$ cat src/sv/spms_pkg.sv
// Shared types and constants for the shared-pool multi-stack unit.
package spms_pkg;

  localparam int NUM_STACKS   = 8;
  localparam int POOL_ENTRIES = 64;

  localparam int SN_W      = 3;
  localparam int VAL_W     = 32;
  localparam int IDX_W     = $clog2(POOL_ENTRIES);
  localparam int LINK_W    = $clog2(POOL_ENTRIES + 1);
  localparam int STK_IDX_W = (NUM_STACKS > 1) ? $clog2(NUM_STACKS) : 1;

  // one past the last entry marks the end of a chain
  localparam logic [LINK_W-1:0] LINK_NULL = LINK_W'(POOL_ENTRIES);

  typedef enum logic {
    ACT_PUSH = 1'b0,
    ACT_POP  = 1'b1
  } action_e;

  typedef enum logic [1:0] {
    STATUS_OK    = 2'd0,
    STATUS_FULL  = 2'd1,
    STATUS_EMPTY = 2'd2
  } status_e;

  typedef enum logic [1:0] {
    ST_IDLE,
    ST_LOOK,
    ST_UPD
  } state_e;

  typedef struct packed {
    logic load;       // capture the input word
    logic issue;      // start the link / value memory access
    logic post_fail;  // write a failure result
    logic commit;     // update links, tops, free head and write the result
  } cmd_t;

  typedef struct packed {
    logic hit;        // the operation can proceed
    logic slot_free;  // output register can take a word this cycle
  } stat_t;

endpackage

$ cat src/sv/spms_ifs.sv
// Handshake interfaces for the operation and result channels.
interface spms_op_if;
  logic                          valid;
  logic                          ready;
  spms_pkg::action_e             action;
  logic [spms_pkg::SN_W-1:0]     stack_number;
  logic signed [spms_pkg::VAL_W-1:0] push_value;

  modport source (output valid, action, stack_number, push_value, input ready);
  modport sink   (input valid, action, stack_number, push_value, output ready);
endinterface

interface spms_res_if;
  logic                          valid;
  logic                          ready;
  spms_pkg::status_e             status;
  logic signed [spms_pkg::VAL_W-1:0] pop_value;

  modport source (output valid, status, pop_value, input ready);
  modport sink   (input valid, status, pop_value, output ready);
endinterface

$ cat src/sv/shared_pool_multi_stack_unit.sv
// Top level of the shared-pool multi-stack unit.
//  channel  | dir | word
//  op_i     | in  | action, stack_number, push_value
//  res_o    | out | status, pop_value
// An operation is looked up (stack top or free head) in the lookup state, which
// reads the link store into a register; the update then commits in the update state.
// A push to a full pool or a pop of an empty stack posts its failure from the lookup.
// The next word is taken in the cycle a result is written to the output register.
// A stalled result holds the unit in its last step until the register drains.
// Reset empties every stack and threads all entries onto the free list at once.
module shared_pool_multi_stack_unit (
  input  logic       clk_i,
  input  logic       rst_ni,
  spms_op_if.sink    op_i,
  spms_res_if.source res_o
);

  spms_pkg::cmd_t  cmd;
  spms_pkg::stat_t stat;

  spms_ctrl u_ctrl (
    .clk_i      (clk_i),
    .rst_ni     (rst_ni),
    .in_valid_i (op_i.valid),
    .in_ready_o (op_i.ready),
    .stat_i     (stat),
    .cmd_o      (cmd)
  );

  spms_dpath u_dpath (
    .clk_i          (clk_i),
    .rst_ni         (rst_ni),
    .cmd_i          (cmd),
    .stat_o         (stat),
    .action_i       (op_i.action),
    .stack_number_i (op_i.stack_number),
    .push_value_i   (op_i.push_value),
    .res_valid_o    (res_o.valid),
    .res_ready_i    (res_o.ready),
    .status_o       (res_o.status),
    .pop_value_o    (res_o.pop_value)
  );

endmodule

$ cat src/sv/spms_ctrl.sv
// Sequencing state machine for the shared-pool multi-stack unit.
module spms_ctrl (
  input  logic            clk_i,
  input  logic            rst_ni,
  input  logic            in_valid_i,
  output logic            in_ready_o,
  input  spms_pkg::stat_t stat_i,
  output spms_pkg::cmd_t  cmd_o
);

  spms_pkg::state_e state_q, state_d;

  always_ff @(posedge clk_i or negedge rst_ni) begin
    if (!rst_ni) begin
      state_q <= spms_pkg::ST_IDLE;
    end else begin
      state_q <= state_d;
    end
  end

  always_comb begin
    state_d    = state_q;
    cmd_o      = '0;
    in_ready_o = 1'b0;
    unique case (state_q)
      spms_pkg::ST_IDLE: begin
        in_ready_o = 1'b1;
        if (in_valid_i) begin
          cmd_o.load = 1'b1;
          state_d    = spms_pkg::ST_LOOK;
        end
      end
      spms_pkg::ST_LOOK: begin
        if (stat_i.hit) begin
          cmd_o.issue = 1'b1;
          state_d     = spms_pkg::ST_UPD;
        end else if (stat_i.slot_free) begin
          cmd_o.post_fail = 1'b1;
          in_ready_o      = 1'b1;
          cmd_o.load      = in_valid_i;
          state_d         = in_valid_i ? spms_pkg::ST_LOOK : spms_pkg::ST_IDLE;
        end
      end
      spms_pkg::ST_UPD: begin
        if (stat_i.slot_free) begin
          cmd_o.commit = 1'b1;
          in_ready_o   = 1'b1;
          cmd_o.load   = in_valid_i;
          state_d      = in_valid_i ? spms_pkg::ST_LOOK : spms_pkg::ST_IDLE;
        end
      end
      default: begin
        state_d = spms_pkg::ST_IDLE;
      end
    endcase
  end

endmodule

$ cat src/sv/spms_dpath.sv
// Datapath: stack tops, free head, link and value stores, result register.
module spms_dpath (
  input  logic                              clk_i,
  input  logic                              rst_ni,
  input  spms_pkg::cmd_t                    cmd_i,
  output spms_pkg::stat_t                   stat_o,
  input  spms_pkg::action_e                 action_i,
  input  logic [spms_pkg::SN_W-1:0]         stack_number_i,
  input  logic signed [spms_pkg::VAL_W-1:0] push_value_i,
  output logic                              res_valid_o,
  input  logic                              res_ready_i,
  output spms_pkg::status_e                 status_o,
  output logic signed [spms_pkg::VAL_W-1:0] pop_value_o
);

  localparam int IDX_W  = spms_pkg::IDX_W;
  localparam int LINK_W = spms_pkg::LINK_W;
  localparam int VAL_W  = spms_pkg::VAL_W;

  // latched operation
  spms_pkg::action_e            act_q;
  logic [spms_pkg::SN_W-1:0]    sn_q;
  logic signed [VAL_W-1:0]      val_q;

  logic [LINK_W-1:0] tops_q [spms_pkg::NUM_STACKS];
  logic [LINK_W-1:0] free_head_q;

  logic [VAL_W-1:0]  val_mem  [spms_pkg::POOL_ENTRIES];
  logic [LINK_W-1:0] link_mem [spms_pkg::POOL_ENTRIES];
  logic [spms_pkg::POOL_ENTRIES-1:0] link_vld_q;

  logic [VAL_W-1:0]  val_rd_q;
  logic [LINK_W-1:0] link_rd_q;
  logic [IDX_W-1:0]  link_ra_q;
  logic              link_rd_vld_q;

  logic                     res_valid_q;
  spms_pkg::status_e        status_q;
  logic signed [VAL_W-1:0]  pop_value_q;

  logic [spms_pkg::STK_IDX_W-1:0] sidx;
  logic              sn_ok;
  logic [LINK_W-1:0] top;
  logic [LINK_W-1:0] link_rd;
  logic [IDX_W-1:0]  idx;
  logic              is_push;
  logic              link_we;
  logic [LINK_W-1:0] link_wd;

  assign is_push = (act_q == spms_pkg::ACT_PUSH);
  assign sidx    = spms_pkg::STK_IDX_W'(sn_q);
  assign sn_ok   = (32'(sn_q) < 32'(spms_pkg::NUM_STACKS));
  assign top     = tops_q[sidx];
  assign idx     = is_push ? free_head_q[IDX_W-1:0] : top[IDX_W-1:0];

  // an entry never written still carries its reset link, i+1
  assign link_rd = link_rd_vld_q ? link_rd_q
                                 : LINK_W'({1'b0, link_ra_q}) + LINK_W'(1);

  assign stat_o.hit = sn_ok && (is_push ? (free_head_q < spms_pkg::LINK_NULL)
                                        : (top < spms_pkg::LINK_NULL));
  assign stat_o.slot_free = !res_valid_q || res_ready_i;

  assign link_we = cmd_i.commit;
  assign link_wd = is_push ? top : free_head_q;

  always_ff @(posedge clk_i) begin
    if (cmd_i.load) begin
      act_q <= action_i;
      sn_q  <= stack_number_i;
      val_q <= push_value_i;
    end
  end

  // value store
  always_ff @(posedge clk_i) begin
    if (cmd_i.issue && is_push) begin
      val_mem[idx] <= val_q;
    end
    if (cmd_i.issue && !is_push) begin
      val_rd_q <= val_mem[idx];
    end
  end

  // link store
  always_ff @(posedge clk_i) begin
    if (link_we) begin
      link_mem[idx] <= link_wd;
    end
    if (cmd_i.issue) begin
      link_rd_q <= link_mem[idx];
      link_ra_q <= idx;
    end
  end

  always_ff @(posedge clk_i or negedge rst_ni) begin
    if (!rst_ni) begin
      link_vld_q    <= '0;
      link_rd_vld_q <= 1'b0;
    end else begin
      if (link_we) begin
        link_vld_q[idx] <= 1'b1;
      end
      if (cmd_i.issue) begin
        link_rd_vld_q <= link_vld_q[idx];
      end
    end
  end

  always_ff @(posedge clk_i or negedge rst_ni) begin
    if (!rst_ni) begin
      for (int i = 0; i < spms_pkg::NUM_STACKS; i++) begin
        tops_q[i] <= spms_pkg::LINK_NULL;
      end
      free_head_q <= '0;
    end else if (cmd_i.commit) begin
      if (is_push) begin
        tops_q[sidx] <= LINK_W'({1'b0, idx});
        free_head_q  <= link_rd;
      end else begin
        tops_q[sidx] <= link_rd;
        free_head_q  <= LINK_W'({1'b0, idx});
      end
    end
  end

  // result register
  always_ff @(posedge clk_i or negedge rst_ni) begin
    if (!rst_ni) begin
      res_valid_q <= 1'b0;
    end else if (cmd_i.commit || cmd_i.post_fail) begin
      res_valid_q <= 1'b1;
    end else if (res_ready_i) begin
      res_valid_q <= 1'b0;
    end
  end

  always_ff @(posedge clk_i) begin
    if (cmd_i.post_fail) begin
      status_q    <= is_push ? spms_pkg::STATUS_FULL : spms_pkg::STATUS_EMPTY;
      pop_value_q <= '0;
    end else if (cmd_i.commit) begin
      status_q    <= spms_pkg::STATUS_OK;
      pop_value_q <= is_push ? '0 : val_rd_q;
    end
  end

  assign res_valid_o = res_valid_q;
  assign status_o    = status_q;
  assign pop_value_o = pop_value_q;

`ifndef SYNTHESIS
  a_no_double_result: assert property (@(posedge clk_i) disable iff (!rst_ni)
    !(cmd_i.commit && cmd_i.post_fail))
    else $error("commit and failure result in the same cycle");

  a_commit_needs_hit: assert property (@(posedge clk_i) disable iff (!rst_ni)
    cmd_i.commit |-> stat_o.hit)
    else $error("commit without a valid target entry");

  a_issue_then_no_fail: assert property (@(posedge clk_i) disable iff (!rst_ni)
    cmd_i.issue |=> !cmd_i.post_fail)
    else $error("failure posted after a memory access was issued");

  a_result_written: assert property (@(posedge clk_i) disable iff (!rst_ni)
    (cmd_i.commit || cmd_i.post_fail) |=> res_valid_q)
    else $error("result word lost");

  a_free_head_range: assert property (@(posedge clk_i) disable iff (!rst_ni)
    free_head_q <= spms_pkg::LINK_NULL)
    else $error("free head beyond the null mark");
`endif

endmodule

$ cat src/flat_wrapper.sv
// flat-port wrapper written by rule: the top's interface ports become plain ports
module shared_pool_multi_stack_unit_flat 
  (clk_i, rst_ni, op_i_valid, op_i_action, op_i_stack_number, op_i_push_value, op_i_ready, res_o_valid, res_o_status, res_o_pop_value, res_o_ready);
  spms_op_if op_i_i ();
  spms_res_if res_o_i ();
  input  logic clk_i;
  input  logic rst_ni;
  input wire logic [$bits(op_i_i.valid)-1:0] op_i_valid;
  input wire logic [$bits(op_i_i.action)-1:0] op_i_action;
  input wire logic [$bits(op_i_i.stack_number)-1:0] op_i_stack_number;
  input wire logic [$bits(op_i_i.push_value)-1:0] op_i_push_value;
  output wire logic [$bits(op_i_i.ready)-1:0] op_i_ready;
  output wire logic [$bits(res_o_i.valid)-1:0] res_o_valid;
  output wire logic [$bits(res_o_i.status)-1:0] res_o_status;
  output wire logic [$bits(res_o_i.pop_value)-1:0] res_o_pop_value;
  input wire logic [$bits(res_o_i.ready)-1:0] res_o_ready;
  assign op_i_i.valid = op_i_valid;
  assign op_i_i.action = op_i_action;
  assign op_i_i.stack_number = op_i_stack_number;
  assign op_i_i.push_value = op_i_push_value;
  assign op_i_ready = op_i_i.ready;
  assign res_o_valid = res_o_i.valid;
  assign res_o_status = res_o_i.status;
  assign res_o_pop_value = res_o_i.pop_value;
  assign res_o_i.ready = res_o_ready;
  shared_pool_multi_stack_unit u_core (.clk_i(clk_i), .rst_ni(rst_ni), .op_i(op_i_i), .res_o(res_o_i));
endmodule
$ cat config.mk
export PLATFORM = sky130hd
export DESIGN_NAME = shared_pool_multi_stack_unit_flat
export DESIGN_NICKNAME = d
export VERILOG_FILES = /design/src/sv/spms_pkg.sv /design/src/sv/spms_ifs.sv /design/src/sv/shared_pool_multi_stack_unit.sv /design/src/sv/spms_ctrl.sv /design/src/sv/spms_dpath.sv /design/src/flat_wrapper.sv
export SDC_FILE = /design/constraint.sdc
export NUM_CORES = 2
export LEC_CHECK = 0
export BUFFER_PORTS_ARGS = -buffer_cell sky130_fd_sc_hd__buf_2
export CAP_MARGIN = 0
export CELL_PAD_IN_SITES_DETAIL_PLACEMENT = 1
export CELL_PAD_IN_SITES_GLOBAL_PLACEMENT = 2
export CORE_UTILIZATION = 51
export CTS_CLUSTER_SIZE = 30
export DETAILED_ROUTE_END_ITERATION = 6
export PLACE_DENSITY_LB_ADDON = 0.1
export SYNTH_ARGS = -nofsm -noshare
export SYNTH_HDL_FRONTEND = slang
export SYNTH_SLANG_ARGS = --single-unit
$ cat constraint.sdc
create_clock -name clk_i -period 8.5 [get_ports clk_i]
set_clock_uncertainty 0.1 [all_clocks]
set_input_delay 1.275 -clock clk_i [delete_from_list [all_inputs] [get_ports clk_i]]
set_output_delay 1.275 -clock clk_i [all_outputs]
set_load 0.02 [all_outputs]
==> flow_summary.toml <==
[placed_design]
place_hpwl_mm = 182
gp_congestion = 0.792
place_area_um2 = 109000
post-place-ws_ps = 2390
numPortBuffers = 75

[drt]
wl_per_cell_um = 36.0
drt_wl_total_mm = 340
first_pass_iters = 5
via_per_inst = 6.86
initialDrtViolationCount = 7684
vias = 64700
ant_nets = 0
drc = 0

[setup_path]
path_cells = "buf_4 > nor4bb_1 > nor4_2 > a31o_4 > clkinv_8 > nor3_4 > buf_12 > buf_4 > a22oi_1 > a31oi_1 > or4_1 > or4_1"
arrival_ps = 6920
crit_type = "reg -> reg"
start_kind = "flip-flop"
end_kind = "flip-flop"
slowest_stage = "edfxtp_1"
critPathMaxStageDelay_ps = 750
worst-path-buf-inv = 4
cp_max_fo = 134
crit_family = "buffers and inverters"
critPathRequiredTime_ps = 9210

[die]
die-width_um = 455
die_h_um = 455
core_area_um2 = 204000
ios = 76
initial_core_util = 0.513
row_count = 166
dieArea_um2 = 207000

[sta]
period_minus_slack_ps = 6210
setup_ws_ps = 2290
finalSetupViolCount = 0
fmax_ghz = 0.161
rsz0062_at_grt = "no"
fin_crit_sh = 0.730
slew_headroom = 0.0583
worstMarginPinSlew_ps = 1410
hold_viol = 0
finalSetupTns_ps = 0
slew_viol_final = 0

[flow_run]
drv_cap = 0

[finish]
layout_common_cells = "edfxtp_1 (2579), nand4_1 (821), a22oi_1 (550)"
fin_util = 0.576
syn2layout_area_growth_pct = 12.3
stdcell_area_um2 = 118000
final_common_cell = "edfxtp_1"
fin_nets = 6571
fillers = 18200
drive_above_1_share = 0.125

[grt]
use_met3 = 0.0437
antenna_found_initial = 14
grt_pass1_vias = 66300
grt_pass1_wl_mm = 486
grt_usage = 0.324
gr-total-overflow = 0
met2_usage = 0.529
top_usage_layer = "met2"
grt_max_degree = 228
met1_usage = 0.436

[clock_tree]
ctsHoldBuffers = 0
cts_max_level = 5
cts.clk_slew.worst_paths_ps = 60
post_cts_resize_count = 0
cts_buffer_depth = 4
cts_tree = "built"
cts_buffers = 300
clock_latency_ps = 930
cts.sinks = 2742
cts_root_buffer = "clkbuf_16"
cts_setup_buffers = 0

[synth]
synth-edff-count = 2579
synth_ff_type = "edfxtp_1"
async_reset_ff_frac = 0.0478
ys_seq_area_frac = 0.776
ys_warn_count = 0
syn_inst = 6503
synth_area_leaders = "edfxtp_1 (74%), nand4_1 (4.9%), a22oi_1 (3.9%)"
synth_area_per_cell_um2 = 16.1
netlist_area_um2 = 105000
yosys.area.top_type = "edfxtp_1"
ys_ff_latch = 2742
synth_nets = 6544
netlist.area_leader.share = 0.739
synthDistinctLibCells = 68

[hold_path]
hp-class = "in -> async"

[power_and_ir_drop]
power_density_nw_per_um2 = 316
ir_drop_mv = 0.308
leakagePower_nw = 37.1

[status]
status = "complete, no violations"
path summary, 6_finish.rpt:
path                                                             from                                         end  slack, ps  cells after the start
setup / recovery                     u_core.u_dpath.sidx[2]$_DFFE_PP_       u_core.u_dpath.val_rd_q[24]$_DFFE_PP_       2290                     12
hold / removal                                                 rst_ni       u_core.u_dpath.tops_q[24]$_DFFE_PN0P_        300                      1
setup reg to reg                     u_core.u_dpath.sidx[2]$_DFFE_PP_       u_core.u_dpath.val_rd_q[24]$_DFFE_PP_       2290                     12
hold reg to reg            u_core.u_dpath.pop_value_o[1]$_SDFFE_PP0P_  u_core.u_dpath.pop_value_o[1]$_SDFFE_PP0P_        350                      2
max in group asynchronous                                      rst_ni   u_core.u_dpath.link_vld_q[55]$_DFFE_PN0P_       6490                      2
min in group clk_i         u_core.u_dpath.pop_value_o[1]$_SDFFE_PP0P_  u_core.u_dpath.pop_value_o[1]$_SDFFE_PP0P_        350                      2
through the flow:
| step | hold WS, ps | total power, W | cells |
|---|---|---|---|
| 2_1_floorplan | 325 | 0.0212 | 6503 |
| 3_3_place_gp | 340 | 0.0249 | 8911 |
| 3_5_place_dp | 345 | 0.0250 | 8914 |
| 4_1_cts | 278 | 0.0372 | 9420 |
| 5_1_grt | 339 | 0.0381 | 9435 |
| 6_report | 295 | 0.0372 | 9435 |
sequential cells by signal, summed over array words and instances (netlist names), 6 cells and up:
| register | flops |
|---|---|
| u_core.u_dpath.link_rd_q | 7 |
| u_core.u_dpath.free_head_q | 7 |
| u_core.u_dpath.link_vld_q | 64 |
| u_core.u_dpath.link_ra_q | 6 |
| u_core.u_dpath.pop_value_o | 32 |
| u_core.u_dpath.link_mem | 448 |
| u_core.u_dpath.val_q | 32 |
| u_core.u_dpath.tops_q | 56 |
| u_core.u_dpath.val_rd_q | 32 |
| u_core.u_dpath.val_mem | 2048 |
where the power goes:
part	internal, W	total [W]	switching (W)
sequential	0.0158	0.0162	0.000355
combinational	0.00215	0.00868	0.00653
clock	0.00709	0.0123	0.00520
cell families after synthesis:
kind of cell             after synthesis  share of synthesized area
buffers and inverters                835                     0.0334
adder cells (fa/ha/maj)                1                   0.000119
AO/OA/AOI/OAI                       1446                      0.108
multiplexers                          42                    0.00452
AND/OR/NAND/NOR                     1433                     0.0775
XOR/XNOR                               4                   0.000334
flip-flops                          2742                      0.776
synth_stat cells (123+ instances only):
| cell type | n |
|---|---|
| a22o_1 | 125 |
| a22oi_1 | 550 |
| a31oi_1 | 265 |
| buf_2 | 192 |
| clkbuf_1 | 248 |
| dfrtp_1 | 123 |
| edfxtp_1 | 2579 |
| inv_1 | 276 |
| nand2_1 | 173 |
| nand4_1 | 821 |
| nor2_1 | 157 |
| o2111a_1 | 232 |
final cells by class:
class | count | area [um2] | area share
clock inverter | 133 | 1050 | 0.00888
timing repair buffer | 279 | 2190 | 0.0186
clock buffer | 373 | 7970 | 0.0677
tap | 2688 | 3360 | 0.0286
multi-input combinational | 2926 | 20700 | 0.176
sequential | 2742 | 81400 | 0.691
antenna | 13 | 32.5 | 0.000276
inverter | 281 | 1100 | 0.00935
routing by layer:
metal  vias up  wire length, um
met5         -               75
met4        10            16800
met1     34300           135000
met3       673            22800
li1      26800                -
met2      2953           165000
Power figures use the tool's default switching activity.
